File: src/rtl/direct_link_stats_table_macros.svh
// Assertion macros for the direct-link statistics table.
`ifndef DIRECT_LINK_STATS_TABLE_MACROS_SVH
`define DIRECT_LINK_STATS_TABLE_MACROS_SVH

// Consequent must hold in the same cycle as the antecedent.
`define DLST_ASSERT_NOW(label, clk, rstn, ante, cons, msg) \
    label: assert property (@(posedge clk) disable iff (!rstn) (ante) |-> (cons)) \
        else $error(msg);

// Consequent must hold in the cycle after the antecedent.
`define DLST_ASSERT_NEXT(label, clk, rstn, ante, cons, msg) \
    label: assert property (@(posedge clk) disable iff (!rstn) (ante) |=> (cons)) \
        else $error(msg);

`endif

File: src/rtl/dlst_pkg.sv
// Shared types and constants for the direct-link statistics table.
`timescale 1ns / 1ps

package dlst_pkg;

    localparam int unsigned DEF_TABLE_ENTRIES = 24;
    localparam int unsigned AVG_SAMPLES       = 64;

    localparam int unsigned NODE_W = 32;
    localparam int unsigned TIME_W = 32;
    localparam int unsigned META_W = 10;
    localparam int unsigned SUM_W  = 16;
    localparam int unsigned SAMP_W = 7;
    localparam int unsigned RCNT_W = 32;
    localparam int unsigned SLOT_W = 5;

    // One table entry as held in the memory.
    typedef struct packed {
        logic [NODE_W-1:0]        node;
        logic [TIME_W-1:0]        last_seen;
        logic signed [META_W-1:0] last_rssi;
        logic signed [META_W-1:0] last_snr;
        logic signed [SUM_W-1:0]  rssi_sum;
        logic signed [SUM_W-1:0]  snr_sum;
        logic [SAMP_W-1:0]        samples;
        logic [RCNT_W-1:0]        count;
    } entry_t;

    // Outcome of the table search.
    typedef struct packed {
        logic ignored;
        logic evicted;
        logic hit;
    } flags_t;

    // Statistics reported with each result.
    typedef struct packed {
        logic [RCNT_W-1:0]       count;
        logic [SAMP_W-1:0]       samples;
        logic signed [SUM_W-1:0] rssi_sum;
        logic signed [SUM_W-1:0] snr_sum;
    } stats_t;

endpackage

File: src/rtl/dlst_table.sv
// Entry memory with per-entry occupied bits and a registered read port.
`timescale 1ns / 1ps

module dlst_table #(
    parameter int unsigned TABLE_ENTRIES = dlst_pkg::DEF_TABLE_ENTRIES,
    parameter int unsigned IDX_W         = 5
) (
    input  logic                 aclk,
    input  logic                 aresetn,
    input  logic                 rd_en,
    input  logic [IDX_W-1:0]     rd_addr,
    output dlst_pkg::entry_t     rd_entry,
    input  logic                 wr_en,
    input  logic [IDX_W-1:0]     wr_addr,
    input  dlst_pkg::entry_t     wr_entry
);

    dlst_pkg::entry_t           mem [TABLE_ENTRIES];
    logic [TABLE_ENTRIES-1:0]   occ_reg;
    dlst_pkg::entry_t           rd_data_reg;
    logic                       rd_occ_reg;

    always_ff @(posedge aclk) begin
        if (wr_en) begin
            mem[wr_addr] <= wr_entry;
        end
        if (rd_en) begin
            rd_data_reg <= mem[rd_addr];
        end
    end

    always_ff @(posedge aclk) begin
        if (!aresetn) begin
            occ_reg    <= '0;
            rd_occ_reg <= 1'b0;
        end else begin
            if (wr_en) begin
                occ_reg[wr_addr] <= 1'b1;
            end
            if (rd_en) begin
                rd_occ_reg <= occ_reg[rd_addr];
            end
        end
    end

    // An entry never written reads as the empty reset value.
    assign rd_entry = rd_occ_reg ? rd_data_reg : '0;

endmodule

File: src/rtl/dlst_update.sv
// Entry update: hit accumulation or fresh allocation, plus reported statistics.
`timescale 1ns / 1ps

module dlst_update (
    input  logic [dlst_pkg::NODE_W-1:0]        in_node,
    input  logic signed [dlst_pkg::META_W-1:0] in_rssi,
    input  logic signed [dlst_pkg::META_W-1:0] in_snr,
    input  logic [dlst_pkg::TIME_W-1:0]        in_now,
    input  dlst_pkg::flags_t                   flags,
    input  dlst_pkg::entry_t                   old_entry,
    output dlst_pkg::entry_t                   new_entry,
    output dlst_pkg::stats_t                   stats
);

    // sum = (3*sum + 64*x) / 4, truncated toward zero
    function automatic logic signed [dlst_pkg::SUM_W-1:0] follow(
        input logic signed [dlst_pkg::SUM_W-1:0]  sum,
        input logic signed [dlst_pkg::META_W-1:0] x
    );
        logic signed [18:0] t;
        logic signed [18:0] r;
        t = (19'(sum) <<< 1) + 19'(sum) + (19'(x) <<< 6);
        r = (t < 0) ? (t + 19'sd3) : t;
        return dlst_pkg::SUM_W'(r >>> 2);
    endfunction

    logic [dlst_pkg::TIME_W-1:0] stamp;

    always_comb begin
        stamp = (in_now == '0) ? dlst_pkg::TIME_W'(1) : in_now;
        new_entry           = old_entry;
        new_entry.last_seen = stamp;
        new_entry.last_rssi = in_rssi;
        new_entry.last_snr  = in_snr;
        if (flags.hit) begin
            new_entry.count = old_entry.count + dlst_pkg::RCNT_W'(1);
            if (old_entry.samples < dlst_pkg::SAMP_W'(dlst_pkg::AVG_SAMPLES)) begin
                new_entry.rssi_sum = old_entry.rssi_sum + dlst_pkg::SUM_W'(in_rssi);
                new_entry.snr_sum  = old_entry.snr_sum + dlst_pkg::SUM_W'(in_snr);
                new_entry.samples  = old_entry.samples + dlst_pkg::SAMP_W'(1);
            end else begin
                new_entry.rssi_sum = follow(old_entry.rssi_sum, in_rssi);
                new_entry.snr_sum  = follow(old_entry.snr_sum, in_snr);
            end
        end else begin
            new_entry.node     = in_node;
            new_entry.rssi_sum = dlst_pkg::SUM_W'(in_rssi);
            new_entry.snr_sum  = dlst_pkg::SUM_W'(in_snr);
            new_entry.samples  = dlst_pkg::SAMP_W'(1);
            new_entry.count    = dlst_pkg::RCNT_W'(1);
        end

        if (flags.ignored) begin
            stats = '0;
        end else begin
            stats.count    = new_entry.count;
            stats.samples  = new_entry.samples;
            stats.rssi_sum = new_entry.rssi_sum;
            stats.snr_sum  = new_entry.snr_sum;
        end
    end

endmodule

File: src/rtl/direct_link_stats_table.sv
// Top level of the direct-link statistics table: search sequencer and result register.
//
//  channel   direction  contents
//  s_*       in         received packet: node id, RSSI, SNR, timestamp
//  m_*       out        updated entry: slot, counts, sums; hit/evicted/ignored flags
//
// An item with a nonzero node id is searched with one memory read per entry through
// the single read port, then the last compare and the write-back, before the next
// item can be accepted. A zero id skips the search and goes straight to the write-back.
// Reset clears the occupied bits of all entries at once; no clearing pass is needed.
// The result register holds a result until m_tready; a pending result stalls only
// the write-back of the following item, not its search.
`timescale 1ns / 1ps

`include "direct_link_stats_table_macros.svh"

module direct_link_stats_table #(
    parameter int unsigned TABLE_ENTRIES = dlst_pkg::DEF_TABLE_ENTRIES
) (
    input  logic        aclk,
    input  logic        aresetn,
    input  logic        s_tvalid,
    output logic        s_tready,
    // [31:0] node_id, [41:32] rssi_dbm, [51:42] snr_quarter_db, [83:52] now_ms
    input  logic [87:0] s_tdata,
    output logic        m_tvalid,
    input  logic        m_tready,
    // [4:0] slot, [36:5] receive_count, [43:37] sample_count,
    // [59:44] rssi_sum, [75:60] snr_sum
    output logic [79:0] m_tdata,
    // [0] hit, [1] evicted, [2] ignored
    output logic [2:0]  m_tuser
);

    localparam int unsigned IDX_W = (TABLE_ENTRIES > 1) ? $clog2(TABLE_ENTRIES) : 1;
    localparam int unsigned ISS_W = $clog2(TABLE_ENTRIES + 1);
    localparam logic [IDX_W-1:0] LAST_IDX = IDX_W'(TABLE_ENTRIES - 1);

    localparam logic [1:0] S_IDLE  = 2'd0;
    localparam logic [1:0] S_SCAN  = 2'd1;
    localparam logic [1:0] S_WRITE = 2'd2;

    logic [1:0]                          state_reg, state_next;
    logic [ISS_W-1:0]                    iss_reg, iss_next;
    logic                                rd_vld_reg;
    logic [IDX_W-1:0]                    rd_idx_reg;

    logic [dlst_pkg::NODE_W-1:0]         node_reg;
    logic signed [dlst_pkg::META_W-1:0]  rssi_reg;
    logic signed [dlst_pkg::META_W-1:0]  snr_reg;
    logic [dlst_pkg::TIME_W-1:0]         now_reg;
    logic                                ign_reg;

    logic                                found_reg;
    logic [IDX_W-1:0]                    hit_idx_reg;
    dlst_pkg::entry_t                    hit_entry_reg;
    logic                                have_empty_reg;
    logic [IDX_W-1:0]                    empty_idx_reg;
    logic [IDX_W-1:0]                    oldest_idx_reg;
    logic [dlst_pkg::TIME_W-1:0]         oldest_age_reg;

    logic                                m_tvalid_reg;
    logic [79:0]                         m_tdata_reg;
    logic [2:0]                          m_tuser_reg;

    logic                                in_acc;
    logic                                out_free;
    logic                                rd_en;
    logic [IDX_W-1:0]                    rd_addr;
    dlst_pkg::entry_t                    rd_entry;
    logic                                wr_en;
    logic                                load_out;
    logic                                cmp_en;
    logic                                rd_occ;
    logic                                rd_match;
    logic [dlst_pkg::TIME_W-1:0]         rd_age;
    logic [IDX_W-1:0]                    sel_idx;
    logic [dlst_pkg::SLOT_W-1:0]         slot_out;
    dlst_pkg::flags_t                    flags;
    dlst_pkg::entry_t                    new_entry;
    dlst_pkg::stats_t                    stats;

    assign s_tready = (state_reg == S_IDLE);
    assign in_acc   = s_tvalid && s_tready;
    assign out_free = !m_tvalid_reg || m_tready;
    assign load_out = (state_reg == S_WRITE) && out_free;
    assign wr_en    = load_out && !ign_reg;

    // Sequencer: one read issued per cycle, compare in the cycle after each read.
    always_comb begin
        state_next = state_reg;
        iss_next   = iss_reg;
        rd_en      = 1'b0;
        rd_addr    = '0;
        unique case (state_reg)
            S_IDLE: begin
                if (in_acc) begin
                    if (s_tdata[31:0] != '0) begin
                        rd_en      = 1'b1;
                        iss_next   = ISS_W'(1);
                        state_next = S_SCAN;
                    end else begin
                        state_next = S_WRITE;
                    end
                end
            end
            S_SCAN: begin
                if (iss_reg < ISS_W'(TABLE_ENTRIES)) begin
                    rd_en    = 1'b1;
                    rd_addr  = iss_reg[IDX_W-1:0];
                    iss_next = iss_reg + ISS_W'(1);
                end
                if (rd_vld_reg && (rd_idx_reg == LAST_IDX)) begin
                    state_next = S_WRITE;
                end
            end
            S_WRITE: begin
                if (out_free) begin
                    state_next = S_IDLE;
                end
            end
            default: begin
                state_next = S_IDLE;
            end
        endcase
    end

    assign cmp_en   = (state_reg == S_SCAN) && rd_vld_reg;
    assign rd_occ   = (rd_entry.node != '0);
    assign rd_match = rd_occ && (rd_entry.node == node_reg);
    assign rd_age   = rd_occ ? (now_reg - rd_entry.last_seen) : '1;

    always_ff @(posedge aclk) begin
        if (!aresetn) begin
            state_reg    <= S_IDLE;
            iss_reg      <= '0;
            rd_vld_reg   <= 1'b0;
            m_tvalid_reg <= 1'b0;
        end else begin
            state_reg  <= state_next;
            iss_reg    <= iss_next;
            rd_vld_reg <= rd_en;
            if (load_out) begin
                m_tvalid_reg <= 1'b1;
            end else if (m_tready) begin
                m_tvalid_reg <= 1'b0;
            end
        end
    end

    // Search results and payload.
    always_ff @(posedge aclk) begin
        rd_idx_reg <= rd_addr;
        if (in_acc) begin
            node_reg       <= s_tdata[31:0];
            rssi_reg       <= s_tdata[41:32];
            snr_reg        <= s_tdata[51:42];
            now_reg        <= s_tdata[83:52];
            ign_reg        <= (s_tdata[31:0] == '0);
            found_reg      <= 1'b0;
            have_empty_reg <= 1'b0;
            oldest_age_reg <= '0;
            oldest_idx_reg <= '0;
        end else if (cmp_en) begin
            if (rd_match && !found_reg) begin
                found_reg     <= 1'b1;
                hit_idx_reg   <= rd_idx_reg;
                hit_entry_reg <= rd_entry;
            end
            if (!rd_occ && !have_empty_reg) begin
                have_empty_reg <= 1'b1;
                empty_idx_reg  <= rd_idx_reg;
            end
            // Later entry wins a tie on age.
            if (rd_age >= oldest_age_reg) begin
                oldest_age_reg <= rd_age;
                oldest_idx_reg <= rd_idx_reg;
            end
        end
        if (load_out) begin
            m_tdata_reg <= {4'b0, stats.snr_sum, stats.rssi_sum, stats.samples,
                            stats.count, slot_out};
            m_tuser_reg <= {flags.ignored, flags.evicted, flags.hit};
        end
    end

    always_comb begin
        priority if (found_reg) begin
            sel_idx = hit_idx_reg;
        end else if (have_empty_reg) begin
            sel_idx = empty_idx_reg;
        end else begin
            sel_idx = oldest_idx_reg;
        end
        flags.ignored = ign_reg;
        flags.hit     = !ign_reg && found_reg;
        flags.evicted = !ign_reg && !found_reg && !have_empty_reg;
        slot_out      = ign_reg ? '0 : dlst_pkg::SLOT_W'(sel_idx);
    end

    dlst_table #(
        .TABLE_ENTRIES (TABLE_ENTRIES),
        .IDX_W         (IDX_W)
    ) u_table (
        .aclk     (aclk),
        .aresetn  (aresetn),
        .rd_en    (rd_en),
        .rd_addr  (rd_addr),
        .rd_entry (rd_entry),
        .wr_en    (wr_en),
        .wr_addr  (sel_idx),
        .wr_entry (new_entry)
    );

    dlst_update u_update (
        .in_node   (node_reg),
        .in_rssi   (rssi_reg),
        .in_snr    (snr_reg),
        .in_now    (now_reg),
        .flags     (flags),
        .old_entry (hit_entry_reg),
        .new_entry (new_entry),
        .stats     (stats)
    );

    assign m_tvalid = m_tvalid_reg;
    assign m_tdata  = m_tdata_reg;
    assign m_tuser  = m_tuser_reg;

    `DLST_ASSERT_NOW(a_write_only_at_load, aclk, aresetn, wr_en, (state_reg == S_WRITE) && out_free, "memory write outside write-back")
    `DLST_ASSERT_NOW(a_write_in_range, aclk, aresetn, wr_en, sel_idx <= LAST_IDX, "write-back slot beyond table")
    `DLST_ASSERT_NEXT(a_ignored_result_zero, aclk, aresetn, load_out && ign_reg, (m_tdata == '0) && (m_tuser == 3'b100), "ignored id produced nonzero result")
    `DLST_ASSERT_NEXT(a_write_gives_result, aclk, aresetn, wr_en, m_tvalid && !m_tuser[2], "write-back without a result")

endmodule
File: config.mk
export PLATFORM = sky130hd
export DESIGN_NAME = direct_link_stats_table
export DESIGN_NICKNAME = d
export VERILOG_FILES = /design/src/rtl/dlst_pkg.sv /design/src/rtl/dlst_table.sv /design/src/rtl/dlst_update.sv /design/src/rtl/direct_link_stats_table.sv
export VERILOG_INCLUDE_DIRS = /design/src /design/src/rtl
export SDC_FILE = /design/constraint.sdc
export NUM_CORES = 2
export LEC_CHECK = 0
export ABC_AREA = 0
export BUFFER_PORTS_ARGS = -buffer_cell sky130_fd_sc_hd__buf_2
export CAP_MARGIN = 25
export CELL_PAD_IN_SITES_DETAIL_PLACEMENT = 1
export CELL_PAD_IN_SITES_GLOBAL_PLACEMENT = 1
export CORE_ASPECT_RATIO = 0.5
export CORE_MARGIN = 4
export CORE_UTILIZATION = 54
export CTS_BUF_LIST = sky130_fd_sc_hd__clkbuf_2 sky130_fd_sc_hd__clkbuf_4 sky130_fd_sc_hd__clkbuf_8
export DETAILED_ROUTE_END_ITERATION = 8
export GPL_ROUTABILITY_DRIVEN = 0
export PLACE_DENSITY_LB_ADDON = 0.12
export SETUP_SLACK_MARGIN = 0.2
export SLEW_MARGIN = 10
export SYNTH_ARGS = -nofsm -noshare
export SYNTH_HDL_FRONTEND = slang
export SYNTH_SLANG_ARGS = --single-unit
File: constraint.sdc
create_clock -name aclk -period 8.6 [get_ports aclk]
set_input_delay 0.43 -clock aclk [delete_from_list [all_inputs] [get_ports aclk]]
set_output_delay 0.43 -clock aclk [all_outputs]
set_load 0.005 [all_outputs]
==> metrics.txt <==
most frequent cells in the layout nand2_1 (3655), edfxtp_1 (3652), nand3_1 (843), clkbuf_8 (569), a311oi_1 (566); die area a little under 0.3 mm^2; final-report setup violation count 0; Seq/Total Area, Yosys 0.724; data required time at the worst endpoint about 9500 ps; crit path kind flop to flop; area delta synth->final 10.7%; ANT nets after route 0; Clk pin slew, worst setup/hold paths about 70 ps; total CTS buffers 540; Vias slightly above 100k; core region area 0.283 mm^2; LEAKAGE approximately 60 nW; Starting DRT DRC Count 12200; share of cells above drive strength 1 0.106; EDFF count, synth between 3000 and 4000; syn avg cell area about 13 um^2; VDD IR-drop max between 0.1 and 0.15 mV; outcome completed; most common cell after layout, fill and taps aside nand2_1; drt via density ~6.3; per-cell routed wire length 28.6 um; Mapped Area ~0.15 mm^2; die width roughly 760 um; drt drc 0; worst slew pin tran 1210 ps; clock tree buffer depth 4; DP Cell Count around 15000; Row Count 138; Root Buffer Master clkbuf_8; final net count between 10000 and 15000; hpwl dp approximately 240000 um; Async SR Flop Fraction 0; crit share post-route 0.788; clk_lat worst skew around 1100 ps; setup tns final 0 ps; Top FF cell, synth edfxtp_1; first-pass iteration count of the detailed router 6; CTS tree yes; CP endpoint kind flop; Final Hold Vio Count 0; initial antenna violation count 9; Final Skew between 60 and 70 ps; gr usage total 0.314; Die Y a little under 400 um; Setup Buffers After CTS 0; pin count of the biggest net entering global routing between 200 and 250; peak fanout along the critical path 40; FF+latch count, synth around 3700; # IOs about 180; Post-Layout Cell Count ~16000; Slew Limit Fails 0; input/output buffers between 150 and 200; max FFs per register 3240; Worst setup SP type flop; RSZ-0062 raised after global routing false; WP data arrival about 7700 ps; Synth Instances ~12000; max capacitance violation total 0; slew margin rel. 0.193; GRT overflow 0; final WL 469000 um; Pwr Density 209 mW/mm^2; vias in the first global route around 110k; H-tree depth 6; Peak Freq between 100 and 150 MHz; clk sinks 3730; Yosys warnings 0; Initial Util 0.543; Cell variety after synth between 90 and 100; HP Class primary input to flop; first-pass GRT wire length slightly below 700000 um; Period minus WS final 6780 ps; CTS resizes 0
## stage by stage
stage	utilization	power (mW)	hold slack [ps]	worst slack, ps	instance area [um^2]
floorplan	-	21.3	440	888	154000
global placement	0.561	21.8	446	2090	159000
detailed placement	0.561	21.8	454	1980	159000
CTS	0.601	35.7	1.63	1890	170000
global route	0.601	36.7	48.1	1130	170000
finish	0.601	35.5	108	1820	170000
## cell usage after synthesis (95+ instances only)
cell,n,area share
o21ai_0,95,0.0031
edfxtp_1,3652,0.71
and3_1,420,0.017
ha_1,142,0.012
xnor2_1,99,0.0056
nand3_1,843,0.027
nand2_1,3658,0.089
o21a_1,173,0.0085
a31oi_1,287,0.012
a311oi_1,566,0.032
and2_1,119,0.0048
clkbuf_1,671,0.016
a21oi_1,252,0.0082
nor2_1,221,0.0054
## metal layers
layer,vias up,GRT usage,wire length [um]
met5,-,0,0
met4,0,0.0914,13000
met3,820,0.0502,38900
met2,4651,0.514,225000
met1,53700,0.440,193000
li1,44600,-,-
## layout make-up
| type | count | area, um^2 |
|---|---|---|
| antenna | 6 | 15.0 |
| clock buffer | 746 | 9160 |
| clock inverter | 178 | 1060 |
| fill | 27600 | 113000 |
| inverter | 94 | 374 |
| multi-input combinational | 7378 | 39100 |
| sequential | 3730 | 111000 |
| tap | 3780 | 4730 |
| timing repair buffer | 516 | 4390 |
## logic make-up after synthesis
| kind of cell | count (synthesis) | synth area share |
|---|---|---|
| AND/OR/NAND/NOR | 5466 | 0.153 |
| XOR/XNOR | 170 | 0.00969 |
| adder cells (fa/ha/maj) | 167 | 0.0148 |
| other | 1 | 0.0000244 |
| buffers and inverters | 906 | 0.0230 |
| multiplexers | 28 | 0.00199 |
| flip-flops | 3730 | 0.724 |
| AO/OA/AOI/OAI | 1543 | 0.0733 |
## where the power goes
part           total [mW]  internal, mW  switching [mW]
clock                14.0          7.13            6.92
sequential           20.1          20.0          0.0990
combinational        1.39         0.404           0.982
## final timing paths
path | depth (start not counted) | endpoint | slack, ps | from
max reg2reg | 19 | oldest_age_reg[13]$_SDFFE_PP0P_ | 1820 | now_reg[2]$_DFFE_PP_
min | 2 | now_reg[6]$_DFFE_PP_ | 110 | s_tdata[58]
min reg2reg | 1 | u_table.occ_reg[12]$_SDFFE_PN0P_ | 470 | u_table.occ_reg[12]$_SDFFE_PN0P_
max | 19 | oldest_age_reg[13]$_SDFFE_PP0P_ | 1820 | now_reg[2]$_DFFE_PP_
## repair_timing
action | 4_1_cts | 5_1_grt
hold endpoints to repair | 118 | 0
hold buffers | 89 | 0
setup endpoints to repair | 0 | 0
## worst max-delay path, stage by stage (launching register included)
cell	delay [ps]
edfxtp_1	760
ha_1	560
nand3_1	130
a31oi_1	350
o2111ai_1	270
o31ai_1	640
a21oi_1	280
o21ai_0	490
a21oi_1	160
xor2_1	250
nand2_1	100
ha_1	190
a2111oi_0	320
o21ai_0	130
o21ai_0	90
o21ai_0	140
a2111oi_1	770
nor2_4	290
buf_4	360
a311oi_1	350
(Power assumes the default switching activity.)
